## src/hw/rtl/olist_pkg.sv

```systemverilog
`timescale 1ns / 1ps
`default_nettype none

package olist_pkg;

    // List geometry
    localparam int CAPACITY  = 16;
    localparam int ITEM_BITS = 32;
    localparam int IDX_W     = 4;
    localparam int CNT_W     = 5;

    localparam logic [CNT_W-1:0] FULL_COUNT = CNT_W'(CAPACITY);

    // Request codes
    localparam logic [2:0] FN_APPEND = 3'd0;
    localparam logic [2:0] FN_INSERT = 3'd1;
    localparam logic [2:0] FN_REMOVE = 3'd2;
    localparam logic [2:0] FN_GET    = 3'd3;
    localparam logic [2:0] FN_INDEX  = 3'd4;
    localparam logic [2:0] FN_CLEAR  = 3'd5;

    // Result status codes
    localparam logic [1:0] ST_OK       = 2'd0;
    localparam logic [1:0] ST_FULL     = 2'd1;
    localparam logic [1:0] ST_BADPOS   = 2'd2;
    localparam logic [1:0] ST_NOTFOUND = 2'd3;

    typedef logic [ITEM_BITS-1:0] t_item;

    typedef struct packed {
        logic [2:0]  func;
        logic [3:0]  position;
        logic [31:0] item_value;
    } t_req;

    typedef struct packed {
        logic [1:0]  status;
        logic [31:0] item_out;
        logic [3:0]  found_position;
        logic [4:0]  entry_count;
    } t_rsp;

    // Store access issued by the sequencer
    typedef struct packed {
        logic             rd_en;
        logic [IDX_W-1:0] rd_addr;
        logic             wr_en;
        logic [IDX_W-1:0] wr_addr;
        t_item            wr_data;
    } t_mem_ctl;

endpackage

`default_nettype wire

```

## src/hw/rtl/ordered_list_engine.sv

```systemverilog
`timescale 1ns / 1ps
`default_nettype none

// Ordered list of up to 16 items of 32 bits with append, insert-at, remove-at,
// get, index-of and clear. A request is taken when start is high and busy is
// low. Its single result appears on o_rsp for exactly one cycle with o_done
// high, and the receiver cannot stall it. Busy rises the cycle after a
// request is taken and drops as the result is loaded, so a new request may
// start in the same cycle that o_done is shown. Append, clear, bad requests and
// unused codes finish in the execute state; get reads the entry and returns it
// from a wait state. Insert-at moves entries up one place from the tail, then
// writes the new item; remove-at reads the removed item, then moves later
// entries down; index-of reads entries from the head until a match or the end.
// The store has a registered read, so the sequencer reads each moved or
// compared entry in one state and writes or compares it in another.
module ordered_list_engine (
    input  wire logic            i_clk,
    input  wire logic            i_rst_n,
    input  wire logic            start,
    input  wire olist_pkg::t_req i_req,
    output logic                 busy,
    output logic                 o_done,
    output olist_pkg::t_rsp      o_rsp
);

    olist_pkg::t_mem_ctl mem_ctl;
    olist_pkg::t_item    rd_data;
    logic                seq_busy;
    logic                accept;

    // Take a request only while the sequencer is idle
    assign accept = start & ~seq_busy;
    assign busy   = seq_busy;

    olist_seq u_seq (
        .i_clk     (i_clk),
        .i_rst_n   (i_rst_n),
        .i_accept  (accept),
        .i_req     (i_req),
        .i_rd_data (rd_data),
        .o_mem     (mem_ctl),
        .o_busy    (seq_busy),
        .o_done    (o_done),
        .o_rsp     (o_rsp)
    );

    olist_mem u_mem (
        .i_clk     (i_clk),
        .i_ctl     (mem_ctl),
        .o_rd_data (rd_data)
    );

endmodule

`default_nettype wire

```

## src/hw/rtl/olist_mem.sv

```systemverilog
`timescale 1ns / 1ps
`default_nettype none

module olist_mem (
    input  wire logic               i_clk,
    input  wire olist_pkg::t_mem_ctl i_ctl,
    output olist_pkg::t_item        o_rd_data
);

    olist_pkg::t_item r_mem [olist_pkg::CAPACITY];
    olist_pkg::t_item r_rd_data;

    // Write one entry per cycle
    always_ff @(posedge i_clk) begin
        if (i_ctl.wr_en) begin
            r_mem[i_ctl.wr_addr] <= i_ctl.wr_data;
        end
    end

    // Registered read port
    always_ff @(posedge i_clk) begin
        if (i_ctl.rd_en) begin
            r_rd_data <= r_mem[i_ctl.rd_addr];
        end
    end

    assign o_rd_data = r_rd_data;

endmodule

`default_nettype wire

```

## src/hw/rtl/olist_seq.sv

```systemverilog
`timescale 1ns / 1ps
`default_nettype none

module olist_seq (
    input  wire logic                i_clk,
    input  wire logic                i_rst_n,
    input  wire logic                i_accept,
    input  wire olist_pkg::t_req     i_req,
    input  wire olist_pkg::t_item    i_rd_data,
    output olist_pkg::t_mem_ctl      o_mem,
    output logic                     o_busy,
    output logic                     o_done,
    output olist_pkg::t_rsp          o_rsp
);

    localparam logic [3:0] S_IDLE     = 4'd0;
    localparam logic [3:0] S_EXEC     = 4'd1;
    localparam logic [3:0] S_INS_RD   = 4'd2;
    localparam logic [3:0] S_INS_WR   = 4'd3;
    localparam logic [3:0] S_RM_GET   = 4'd4;
    localparam logic [3:0] S_RM_RD    = 4'd5;
    localparam logic [3:0] S_RM_WR    = 4'd6;
    localparam logic [3:0] S_GET_WAIT = 4'd7;
    localparam logic [3:0] S_SC_RD    = 4'd8;
    localparam logic [3:0] S_SC_CMP   = 4'd9;

    logic [3:0]                        r_state, n_state;
    logic [2:0]                        r_func, n_func;
    logic [olist_pkg::IDX_W-1:0]       r_pos, n_pos;
    olist_pkg::t_item                  r_item, n_item;
    logic [olist_pkg::CNT_W-1:0]       r_count, n_count;
    logic [olist_pkg::CNT_W-1:0]       r_idx, n_idx;
    logic                              r_done, n_done;
    olist_pkg::t_rsp                   r_rsp, n_rsp;

    logic [olist_pkg::CNT_W-1:0]       idx_inc;
    logic [olist_pkg::CNT_W-1:0]       idx_dec;
    logic                              pos_bad;
    logic                              item_hit;
    logic                              fin;
    logic [1:0]                        fin_status;
    olist_pkg::t_item                  fin_item;
    logic [olist_pkg::IDX_W-1:0]       fin_found;

    assign idx_inc  = r_idx + olist_pkg::CNT_W'(1);
    assign idx_dec  = r_idx - olist_pkg::CNT_W'(1);
    assign pos_bad  = {1'b0, r_pos} >= r_count;
    // Shared comparator for the search walk
    assign item_hit = i_rd_data == r_item;

    // Sequence one request over the store
    always_comb begin
        n_state    = r_state;
        n_func     = r_func;
        n_pos      = r_pos;
        n_item     = r_item;
        n_count    = r_count;
        n_idx      = r_idx;
        n_done     = 1'b0;
        n_rsp      = r_rsp;
        o_mem      = '0;
        fin        = 1'b0;
        fin_status = olist_pkg::ST_OK;
        fin_item   = '0;
        fin_found  = '0;

        case (r_state)
            S_IDLE: begin
                if (i_accept) begin
                    n_func  = i_req.func;
                    n_pos   = i_req.position;
                    n_item  = i_req.item_value[olist_pkg::ITEM_BITS-1:0];
                    n_state = S_EXEC;
                end
            end
            S_EXEC: begin
                case (r_func)
                    olist_pkg::FN_APPEND: begin
                        if (r_count == olist_pkg::FULL_COUNT) begin
                            fin        = 1'b1;
                            fin_status = olist_pkg::ST_FULL;
                        end else begin
                            o_mem.wr_en   = 1'b1;
                            o_mem.wr_addr = r_count[olist_pkg::IDX_W-1:0];
                            o_mem.wr_data = r_item;
                            n_count       = r_count + olist_pkg::CNT_W'(1);
                            fin           = 1'b1;
                        end
                    end
                    olist_pkg::FN_INSERT: begin
                        if (pos_bad) begin
                            fin        = 1'b1;
                            fin_status = olist_pkg::ST_BADPOS;
                        end else if (r_count == olist_pkg::FULL_COUNT) begin
                            fin        = 1'b1;
                            fin_status = olist_pkg::ST_FULL;
                        end else begin
                            n_idx   = r_count;
                            n_state = S_INS_RD;
                        end
                    end
                    olist_pkg::FN_REMOVE: begin
                        if (pos_bad) begin
                            fin        = 1'b1;
                            fin_status = olist_pkg::ST_BADPOS;
                        end else begin
                            o_mem.rd_en   = 1'b1;
                            o_mem.rd_addr = r_pos;
                            n_idx         = {1'b0, r_pos};
                            n_state       = S_RM_GET;
                        end
                    end
                    olist_pkg::FN_GET: begin
                        if (pos_bad) begin
                            fin        = 1'b1;
                            fin_status = olist_pkg::ST_BADPOS;
                        end else begin
                            o_mem.rd_en   = 1'b1;
                            o_mem.rd_addr = r_pos;
                            n_state       = S_GET_WAIT;
                        end
                    end
                    olist_pkg::FN_INDEX: begin
                        n_idx   = '0;
                        n_state = S_SC_RD;
                    end
                    olist_pkg::FN_CLEAR: begin
                        n_count = '0;
                        fin     = 1'b1;
                    end
                    default: begin
                        fin = 1'b1;
                    end
                endcase
            end
            // Move entries up from the tail, then drop the new item in
            S_INS_RD: begin
                if (r_idx[olist_pkg::IDX_W-1:0] == r_pos) begin
                    o_mem.wr_en   = 1'b1;
                    o_mem.wr_addr = r_pos;
                    o_mem.wr_data = r_item;
                    n_count       = r_count + olist_pkg::CNT_W'(1);
                    fin           = 1'b1;
                end else begin
                    o_mem.rd_en   = 1'b1;
                    o_mem.rd_addr = idx_dec[olist_pkg::IDX_W-1:0];
                    n_state       = S_INS_WR;
                end
            end
            S_INS_WR: begin
                o_mem.wr_en   = 1'b1;
                o_mem.wr_addr = r_idx[olist_pkg::IDX_W-1:0];
                o_mem.wr_data = i_rd_data;
                n_idx         = idx_dec;
                n_state       = S_INS_RD;
            end
            // Hold the removed item, then move later entries down
            S_RM_GET: begin
                n_item  = i_rd_data;
                n_state = S_RM_RD;
            end
            S_RM_RD: begin
                if (idx_inc >= r_count) begin
                    n_count  = r_count - olist_pkg::CNT_W'(1);
                    fin      = 1'b1;
                    fin_item = r_item;
                end else begin
                    o_mem.rd_en   = 1'b1;
                    o_mem.rd_addr = idx_inc[olist_pkg::IDX_W-1:0];
                    n_state       = S_RM_WR;
                end
            end
            S_RM_WR: begin
                o_mem.wr_en   = 1'b1;
                o_mem.wr_addr = r_idx[olist_pkg::IDX_W-1:0];
                o_mem.wr_data = i_rd_data;
                n_idx         = idx_inc;
                n_state       = S_RM_RD;
            end
            S_GET_WAIT: begin
                fin      = 1'b1;
                fin_item = i_rd_data;
            end
            // Walk the list from the head until a match or the end
            S_SC_RD: begin
                if (r_idx >= r_count) begin
                    fin        = 1'b1;
                    fin_status = olist_pkg::ST_NOTFOUND;
                end else begin
                    o_mem.rd_en   = 1'b1;
                    o_mem.rd_addr = r_idx[olist_pkg::IDX_W-1:0];
                    n_state       = S_SC_CMP;
                end
            end
            S_SC_CMP: begin
                if (item_hit) begin
                    fin       = 1'b1;
                    fin_found = r_idx[olist_pkg::IDX_W-1:0];
                end else begin
                    n_idx   = idx_inc;
                    n_state = S_SC_RD;
                end
            end
            default: begin
                n_state = S_IDLE;
            end
        endcase

        // Load the result and return to idle
        if (fin) begin
            n_state              = S_IDLE;
            n_done               = 1'b1;
            n_rsp.status         = fin_status;
            n_rsp.item_out       = 32'(fin_item);
            n_rsp.found_position = fin_found;
            n_rsp.entry_count    = n_count;
        end
    end

    // Control registers
    always_ff @(posedge i_clk) begin
        if (!i_rst_n) begin
            r_state <= S_IDLE;
            r_count <= '0;
            r_done  <= 1'b0;
        end else begin
            r_state <= n_state;
            r_count <= n_count;
            r_done  <= n_done;
        end
    end

    // Payload registers
    always_ff @(posedge i_clk) begin
        r_func <= n_func;
        r_pos  <= n_pos;
        r_item <= n_item;
        r_idx  <= n_idx;
        r_rsp  <= n_rsp;
    end

    assign o_busy = r_state != S_IDLE;
    assign o_done = r_done;
    assign o_rsp  = r_rsp;

endmodule

`default_nettype wire

```

## config.mk

```make
export PLATFORM = sky130hd
export DESIGN_NAME = ordered_list_engine
export DESIGN_NICKNAME = d
export VERILOG_FILES = /design/src/hw/rtl/olist_pkg.sv /design/src/hw/rtl/ordered_list_engine.sv /design/src/hw/rtl/olist_mem.sv /design/src/hw/rtl/olist_seq.sv
export SDC_FILE = /design/constraint.sdc
export NUM_CORES = 1
export LEC_CHECK = 0
export BUFFER_PORTS_ARGS = -buffer_cell sky130_fd_sc_hd__buf_2
export CELL_PAD_IN_SITES_DETAIL_PLACEMENT = 0
export CELL_PAD_IN_SITES_GLOBAL_PLACEMENT = 1
export CORE_MARGIN = 5
export CORE_UTILIZATION = 35
export CTS_CLUSTER_SIZE = 12
export DETAILED_ROUTE_END_ITERATION = 6
export PLACE_DENSITY = 0.59
export SYNTH_ARGS = -nofsm -noshare
export SYNTH_HDL_FRONTEND = slang
export SYNTH_SLANG_ARGS = --single-unit
export TNS_END_PERCENT = 30
```

## constraint.sdc

```tcl
create_clock -name i_clk -period 4.5 [get_ports i_clk]
set_input_delay 1.125 -clock i_clk [delete_from_list [all_inputs] [get_ports i_clk]]
set_output_delay 1.125 -clock i_clk [all_outputs]
set_load 0.02 [all_outputs]
```

==> results.py, run 1 <==
metrics = {
    "setup_path": {
        "worst_r2r_endpoint": "u_mem.o_rd_data[21]",
        "cp-startpoint": "u_seq.r_idx[0]",
        "crit_type": "reg -> reg",
        "critPathArrivalTime_ns": 4.61,
        "ff2ff_setup_slack_ns": 0.36,
        "rr_worst_depth": 12,
        "cp_max_fo": 19,
        "required_ns": 4.97,
        "worstReg2RegStart": "u_seq.r_idx[0]",
        "start_kind": "register",
        "endpoint_kind": "register",
    },
    "placement": {
        "io_buffers": 86,
        "gp_congestion": 0.831,
        "dpl.hpwl_um": 47200,
    },
    "routing": {
        "drc": 0,
        "drt_first_pass_iters": 7,
        "vias_per_cell": 5.75,
        "drt_wl_total_um": 82600,
        "drt.antenna.violating_nets": 0,
        "drt_iter0_markers": 1422,
        "wl_per_cell_um": 26.5,
        "via_count": 17900,
    },
    "floorplanning": {
        "rows": 102,
        "fp.dieW_um": 291,
        "die_y_um": 291,
        "core_mm2": 0.0777,
        "dieArea_mm2": 0.0844,
        "start_util": 0.354,
        "io_pins": 87,
    },
    "timing": {
        "skew_ns": 0.0278,
        "hold_viol": 0,
        "relSlewSlack": 0.253,
        "fmax_mhz": 241,
        "layout_min_cycle_time_ns": 4.14,
        "worstMarginPinSlew_ns": 1.11,
        "rsz0062_at_grt": "no",
        "hold_slack_ns": 0.649,
        "finalCritPeriodShare": 0.921,
        "finalSetupViolCount": 0,
        "tns_ns": 0,
        "slew_violations": 0,
    },
    "clock_tree": {
        "cts_buffers": 70,
        "cts_resized": 0,
        "cts.sinks": 641,
        "ctsHoldBuffers": 0,
        "cts_setup_buffers": 0,
        "cts-root-buf": "clkbuf_16",
        "cts_max_level": 3,
        "cts_tree": "built",
        "cts.clk_slew.worst_paths_ns": 0.06,
        "cts_buffer_depth": 3,
        "insertion_delay_ns": 0.61,
    },
    "power": {
        "p_sw_frac": 0.306,
        "cellLeakagePower_nw": 10.6,
        "vdd_drop_max_mv": 0.267,
        "pwr_density_cell_mw_per_mm2": 526,
        "power_frac_comb": 0.220,
        "p_total_mw": 16.8,
        "p_sw_mw": 5.15,
        "pwr-share-clk": 0.325,
        "p_int_mw": 11.7,
        "sequentialPowerShare": 0.454,
    },
    "min_path": {
        "hp-class": "reg -> reg",
        "min_to": "u_seq.r_count[1]",
        "hold_depth": 2,
        "hold_start": "u_seq.r_count[1]",
    },
    "synthesis": {
        "netlist_area_mm2": 0.0275,
        "netlist_top_cells_count": "631 x edfxtp_1, 178 x a21oi_1, 134 x nand2_1",
        "ys_seq_elements": 641,
        "ys_warn_count": 0,
        "synth_top_area_cell": "edfxtp_1",
        "synth.net_count": 2006,
        "synth_cells": 1945,
        "async_reset_ff_frac": 0,
        "synth_area_per_cell_um2": 14.2,
        "synth_area_leaders": "edfxtp_1 69%, a21oi_1 3.2%, a31o_2 2.9%, a211oi_1 2.5%, a21boi_0 2.5%",
        "ys.flop_type": "edfxtp_1",
        "synth.top_cell.area_share": 0.688,
        "synth_edf_count": 631,
        "ys_types": 72,
        "yosysMostFrequentCell": "edfxtp_1",
        "ys_seq_area_frac": 0.695,
    },
    "global_route": {
        "grt_pass1_wl_um": 121000,
        "gr-usage-all-layers": 0.188,
        "antenna_found_initial": 0,
        "grt_overflow": 0,
        "grt_max_degree": 94,
        "grt_pass1_vias": 17800,
    },
    "final_layout": {
        "fin_nets": 2095,
        "layout-drive-gt1-share": 0.204,
        "num_antenna_cells": 0,
        "syn_to_final_growth_pct": 15.8,
    },
    "job": {
        "cap_violations": 0,
    },
    "run_status": {
        "outcome": "complete, no violations",
    },
}
-- sequential cells by signal (all words and copies together), names as in the netlist --
signal           cells
u_seq.r_idx          5
u_seq.r_pos          4
u_seq.r_item        32
u_seq.r_state        4
u_seq.o_rsp         43
u_seq.o_done         1
u_seq.r_count        5
u_mem.o_rd_data     32
u_mem.r_mem        512
u_seq.r_func         3
-- layout make-up --
| class | count | area, um2 |
|---|---|---|
| Fill cell | 7108 | 45800 |
| Sequential cell | 641 | 19100 |
| Multi-Input combinational cell | 1136 | 7930 |
| Clock buffer | 90 | 1850 |
| Timing Repair Buffer | 167 | 1310 |
| Tap cell | 1040 | 1300 |
| Clock inverter | 28 | 302 |
| Inverter | 18 | 67.6 |
-- cell families after synthesis --
kind of cell	synth area share
compound gates	0.191
xor+xnor	0.0140
fa+ha+maj	0.00863
buf+inv	0.0253
flops	0.695
mux	0.0145
simple gates	0.0510
-- metrics by stage --
| stage | cell area [um2] | cells | setup WS, ns | util |
|---|---|---|---|---|
| after floorplan | 27500 | 1945 | 0.452 | - |
| after global placement | 29800 | 3002 | 0.462 | 0.383 |
| after detailed placement | 29800 | 3002 | 0.405 | 0.383 |
| after CTS | 31900 | 3120 | 0.384 | 0.411 |
| after global routing | 31900 | 3120 | 0.0923 | 0.411 |
| final | 31900 | 3120 | 0.356 | 0.411 |
-- power by group through the flow --
stage | logic, mW | registers [mW] | clock network, mW
after floorplan | 2.24 | 7.69 | 0
after global placement | 3.70 | 7.73 | 0
after detailed placement | 3.72 | 7.73 | 0
after CTS | 3.73 | 7.61 | 5.60
after global routing | 4.01 | 7.66 | 5.83
final | 3.70 | 7.63 | 5.46
-- layout by cell type, fill, tap and decap left out, types with 19 or more instances in the layout --
cell type,synthesis,final
a211o_1,31,31
a211oi_1,93,93
a21boi_0,91,91
a21oi_1,178,178
a22o_1,37,37
a22oi_1,64,64
a31o_2,91,91
buf_12,0,22
buf_2,41,86
buf_4,2,59
clkbuf_1,101,19
clkbuf_16,0,71
edfxtp_1,631,631
ha_1,19,19
mux2_2,32,32
nand2_1,134,131
nor2_1,70,53
o21ai_0,27,27
o21ai_1,24,24
o32ai_1,32,32
xor2_1,34,34
-- worst max path at each step --
stage / end / slack, ns / depth (start not counted)
2_1_floorplan: u_seq.o_rsp[0] / 0.45 / 11
3_3_place_gp: u_mem.o_rd_data[4] / 0.46 / 12
3_5_place_dp: u_mem.o_rd_data[2] / 0.41 / 12
4_1_cts: u_mem.o_rd_data[2] / 0.38 / 12
5_1_grt: u_mem.o_rd_data[4] / 0.09 / 13
6_report: u_mem.o_rd_data[21] / 0.36 / 12
-- layer usage --
metal | share of wire | track usage
met5 | 0 | 0
met1 | 0.44 | 0.263
met4 | 0.020 | 0.0484
met2 | 0.47 | 0.308
met3 | 0.068 | 0.0327
-- critical path, cell delays in order (launching register included) --
cell and delay (ns):
edfxtp_1 0.40, ha_1 0.33, nand3_1 0.14, xnor2_1 0.17, ha_1 0.34, nand2_1 0.13
o211ai_1 0.38, o32ai_1 0.16, o32ai_1 0.48, nand2_1 0.22, nor2b_4 0.70, buf_4 0.37
a211o_1 0.16
No activity file was read; power rests on OpenSTA's default activity.
==> inputs of run 2 (changes only) <==
CORE_ASPECT_RATIO = 0.75   (was not set)
==> results.py, run 2 (synthesis gave the netlist of run 1 again) <==
metrics = {
    "global_route": {
        "antenna_found_initial": 0,
        "grt_max_degree": 108,
        "grt_pass1_vias": 17400,
        "gr-usage-all-layers": 0.193,
        "grt_pass1_wl_um": 121000,
        "grt_overflow": 0,
    },
    "setup_path": {
        "start_kind": "register",
        "path_cells": "ha_1, nand3_1, xnor2_1, ha_1, nand2_1, o211ai_1, nor4_1, o21ai_0, nand3_1, nor2b_4, buf_4, a211o_1",
        "crit_type": "reg -> reg",
        "required_ns": 4.84,
        "worstReg2RegStart": "u_seq.r_idx[1]",
        "path_buf_inv": 1,
        "rr_worst_depth": 12,
        "ff2ff_setup_slack_ns": 0.31,
        "critPathMaxStageDelay_ns": 0.60,
        "endpoint_kind": "register",
        "crit_family": "compound AO/OA/AOI/OAI gates",
        "cp_num_cells": 12,
        "critPathArrivalTime_ns": 4.53,
        "cp_slowest_cell": "o21ai_0",
        "cp_max_fo": 27,
        "worst_r2r_endpoint": "u_mem.o_rd_data[2]",
    },
    "power": {
        "pwr_density_cell_mw_per_mm2": 519,
        "cellLeakagePower_nw": 10.6,
        "vdd_drop_max_mv": 0.307,
    },
    "timing": {
        "relSlewSlack": 0.427,
        "skew_ns": 0.0227,
        "fmax_mhz": 239,
        "rsz0062_at_grt": "no",
        "slew_violations": 0,
        "tns_ns": 0,
        "finalSetupViolCount": 0,
        "finalCritPeriodShare": 0.932,
        "hold_viol": 0,
        "worstMarginPinSlew_ns": 0.855,
        "layout_min_cycle_time_ns": 4.19,
    },
    "min_path": {
        "hp-class": "reg -> reg",
        "hold_start": "u_seq.r_state[1]",
        "hold_depth": 2,
        "min_to": "u_seq.r_state[1]",
    },
    "routing": {
        "wl_met2_um": 36900,
        "drt_first_pass_iters": 6,
        "vias_per_cell": 5.77,
        "drt_iter0_markers": 1867,
        "via_count": 18000,
        "wl_per_cell_um": 26.9,
        "wl_met3_um": 5350,
        "drt.antenna.violating_nets": 0,
        "drc": 0,
        "drt_wl_total_um": 83600,
        "top_signal_layer_used": "met4",
        "wirelength_met1_um": 39200,
    },
    "floorplanning": {
        "io_pins": 87,
        "rows": 89,
        "die_y_um": 253,
        "start_util": 0.351,
        "dieArea_mm2": 0.0845,
        "core_mm2": 0.0784,
        "fp.dieW_um": 334,
    },
    "clock_tree": {
        "cts.clk_slew.worst_paths_ns": 0.06,
        "cts_setup_buffers": 0,
        "insertion_delay_ns": 0.61,
        "cts_buffers": 67,
        "cts_max_level": 3,
        "cts_tree": "built",
        "cts-root-buf": "clkbuf_16",
        "cts_buffer_depth": 3,
        "cts_resized": 0,
        "cts.sinks": 641,
        "ctsHoldBuffers": 0,
    },
    "final_layout": {
        "layout.cells.non_filler": 3113,
        "regMostFlops": "u_mem.r_mem",
        "fin_nets": 2094,
        "largest_register_ffs": 512,
        "final_common_cell": "edfxtp_1",
        "layout-drive-gt1-share": 0.202,
        "final_cell_mix": "631 x edfxtp_1, 178 x a21oi_1, 131 x nand2_1",
        "nFillCells": 7177,
        "syn_to_final_growth_pct": 15.4,
        "num_antenna_cells": 0,
    },
    "job": {
        "cap_violations": 0,
    },
    "placement": {
        "io_buffers": 86,
        "dpl.cell_count": 3010,
        "dpl.hpwl_um": 49100,
        "gp_congestion": 0.817,
    },
    "run_status": {
        "outcome": "complete, no violations",
    },
}
-- run 2: cell types whose count changed in the layout (fill, tap and decap cells not counted), sizes merged --
cell    previous run  this run
buf              167       169
clkbuf            90        84
clkinv            23        15
bufinv             4         1
inv               19        21
-- run 2: routing by layer --
layer,vias up,GRT usage
met3,123,0.0357
met5,-,0
met1,9324,0.291
li1,7907,-
met4,0,0.0534
met2,609,0.288
-- run 2: cell type report --
type | instances | area (um2) | share of cell area
clock buffer | 84 | 1800 | 0.0568
clock inverter | 19 | 148 | 0.00465
inverter | 18 | 67.6 | 0.00213
multi-input combinational | 1136 | 7950 | 0.250
sequential | 641 | 19100 | 0.603
tap | 1046 | 1310 | 0.0412
timing repair buffer | 169 | 1350 | 0.0426
-- run 2: worst max-delay path by stage --
stage                   start                   to  slack [ns]
2_1_floorplan  u_seq.r_idx[1]       u_seq.o_rsp[0]        0.45
3_3_place_gp   u_seq.r_idx[1]  u_mem.o_rd_data[11]        0.51
3_5_place_dp   u_seq.r_idx[1]   u_mem.o_rd_data[7]        0.45
4_1_cts        u_seq.r_idx[1]   u_mem.o_rd_data[2]        0.41
5_1_grt        u_seq.r_idx[1]   u_mem.o_rd_data[7]        0.09
6_report       u_seq.r_idx[1]   u_mem.o_rd_data[2]        0.31
-- run 2: tightest hold or removal path: stages, from the launching register on --
cell	delay [ns]
dfxtp_2	0.39
o21ai_0	0.10
a21oi_1	0.07
-- run 2: per-stage QoR --
step	hold slack [ns]	area (um2)	utilization	setup WS, ns	total power [mW]
detailed placement	0.578	29800	0.380	0.445	11.5
global route	0.646	31800	0.405	0.0924	17.2
CTS	0.592	31800	0.405	0.409	16.6
floorplan	0.559	27500	-	0.452	9.93
global placement	0.583	29800	0.380	0.512	11.4
finish	0.601	31800	0.405	0.308	16.5
-- run 2: report_power, final --
part	switching [mW]	internal, mW
clock network	2.25	2.88
registers	0.399	7.23
logic	2.44	1.29
total	5.09	11.4
==> inputs of run 3 (changes only) <==
CORE_UTILIZATION = 52   (was 35)
CTS_CLUSTER_SIZE = not set   (was 12)
PLACE_DENSITY = 0.81   (was 0.59)
==> results.py, run 3 (synthesis gave the netlist of run 1 again) <==
metrics = {
    "final_layout": {
        "regMostFlops": "u_mem.r_mem",
        "layout-drive-gt1-share": 0.194,
        "nFillCells": 4052,
        "syn_to_final_growth_pct": 12.7,
        "num_antenna_cells": 0,
        "final_cell_mix": "631 x edfxtp_1, 178 x a21oi_1, 131 x nand2_1",
        "final_common_cell": "edfxtp_1",
        "largest_register_ffs": 512,
        "fin_nets": 2069,
        "layout.cells.non_filler": 2769,
    },
    "setup_path": {
        "critPathArrivalTime_ns": 4.80,
        "rr_worst_depth": 12,
        "critPathMaxStageDelay_ns": 0.63,
        "cp_max_fo": 14,
        "cp_slowest_cell": "a221oi_1",
        "start_kind": "register",
        "endpoint_kind": "register",
        "required_ns": 5.00,
        "cp_common_cell": "ha_1",
        "crit_type": "reg -> reg",
        "path_cells": "ha_1, nand3_1, xnor2_1, ha_1, nand2_1, o211ai_1, nor2_1, a221oi_1, o2111ai_4, buf_4, o32ai_1, a211o_1",
    },
    "global_route": {
        "grt_overflow": 0,
        "grt_pass1_wl_um": 112000,
        "gr-usage-all-layers": 0.257,
        "grt_pass1_vias": 17500,
        "grt_max_degree": 94,
        "antenna_found_initial": 0,
    },
    "routing": {
        "drc": 0,
        "via_count": 18200,
        "drt_first_pass_iters": 6,
        "wl_per_cell_um": 27.3,
        "vias_per_cell": 6.56,
        "drt_iter0_markers": 2568,
        "drt_wl_total_um": 75700,
        "drt.antenna.violating_nets": 0,
    },
    "floorplanning": {
        "dieArea_mm2": 0.0577,
        "core_mm2": 0.0527,
        "die_y_um": 209,
        "io_pins": 87,
        "start_util": 0.523,
        "rows": 73,
        "fp.dieW_um": 276,
    },
    "power": {
        "p_total_mw": 16.0,
        "vdd_drop_max_mv": 0.344,
        "pwr_density_cell_mw_per_mm2": 516,
        "cellLeakagePower_nw": 10.4,
    },
    "timing": {
        "finalCritPeriodShare": 0.955,
        "relSlewSlack": 0.410,
        "tns_ns": 0,
        "finalSetupViolCount": 0,
        "skew_ns": 0.0433,
        "fmax_mhz": 233,
        "fin_ws_ns": 0.201,
        "slew_violations": 0,
        "layout_min_cycle_time_ns": 4.30,
        "hold_viol": 0,
        "worstMarginPinSlew_ns": 0.881,
        "rsz0062_at_grt": "no",
    },
    "clock_tree": {
        "cts.clk_slew.worst_paths_ns": 0.06,
        "ctsHoldBuffers": 0,
        "cts_max_level": 2,
        "cts_buffer_depth": 3,
        "cts_buffers": 58,
        "cts_resized": 0,
        "cts-root-buf": "clkbuf_16",
        "cts_setup_buffers": 0,
        "cts.sinks": 641,
        "cts_tree": "built",
        "insertion_delay_ns": 0.64,
    },
    "min_path": {
        "hp-class": "reg -> reg",
        "hold_depth": 2,
    },
    "placement": {
        "dpl.cell_count": 2660,
        "gp_congestion": 0.876,
        "dpl.hpwl_um": 43500,
        "io_buffers": 86,
        "place_ws_ns": 0.310,
    },
    "job": {
        "cap_violations": 0,
    },
    "run_status": {
        "outcome": "complete, no violations",
    },
}
run 3: cell types whose count changed in the layout (fill, tap and decap cells not counted), sizes merged:
cell and change:
clkinv +17, buf -16, clkbuf -12, bufinv +3
inv -3, clkinvlp +1
run 3: final cells by class:
| cell class | count | area [um2] | share of cell area |
|---|---|---|---|
| sequential | 641 | 19100 | 0.617 |
| multi-input combinational | 1136 | 7920 | 0.255 |
| clock buffer | 72 | 1530 | 0.0491 |
| timing repair buffer | 153 | 1200 | 0.0385 |
| tap | 712 | 891 | 0.0287 |
| clock inverter | 37 | 304 | 0.00979 |
| inverter | 18 | 67.6 | 0.00218 |
run 3: path summary, 6_finish.rpt:
| check | start | endpoint | slack, ns |
|---|---|---|---|
| max reg2reg | u_seq.r_idx[0] | u_mem.o_rd_data[17] | 0.20 |
| max | u_seq.r_idx[0] | u_mem.o_rd_data[17] | 0.20 |
| min | u_seq.r_item[30] | u_seq.o_rsp[39] | 0.68 |
| min reg2reg | u_seq.r_item[30] | u_seq.o_rsp[39] | 0.68 |
run 3: routing by layer:
metal	up-vias	part of all wire	GRT usage
met3	154	0.099	0.0437
met4	0	0.035	0.0857
met2	996	0.45	0.390
met1	9155	0.41	0.382
met5	-	0	0
li1	7870	-	-
run 3: per-stage QoR:
step,util,instance area [um2],hold slack (ns)
finish,0.589,31100,0.680
floorplan,-,27500,0.559
global placement,0.555,29200,0.658
detailed placement,0.555,29200,0.657
CTS,0.589,31100,0.663
global route,0.589,31100,0.677
run 3: power by group:
group / switching, mW / internal, mW / total [mW]
Sequential: 0.411 / 7.23 / 7.64
Combinational: 2.35 / 1.24 / 3.59
Clock: 2.17 / 2.63 / 4.81
run 3: critical path, delay by kind of cell (launching register included):
kind	cells	cell delay [ns]
xor+xnor	1	0.18
simple gates	3	0.35
flops	1	0.55
compound gates	5	2.05
fa+ha+maj	2	0.67
buf+inv	1	0.38
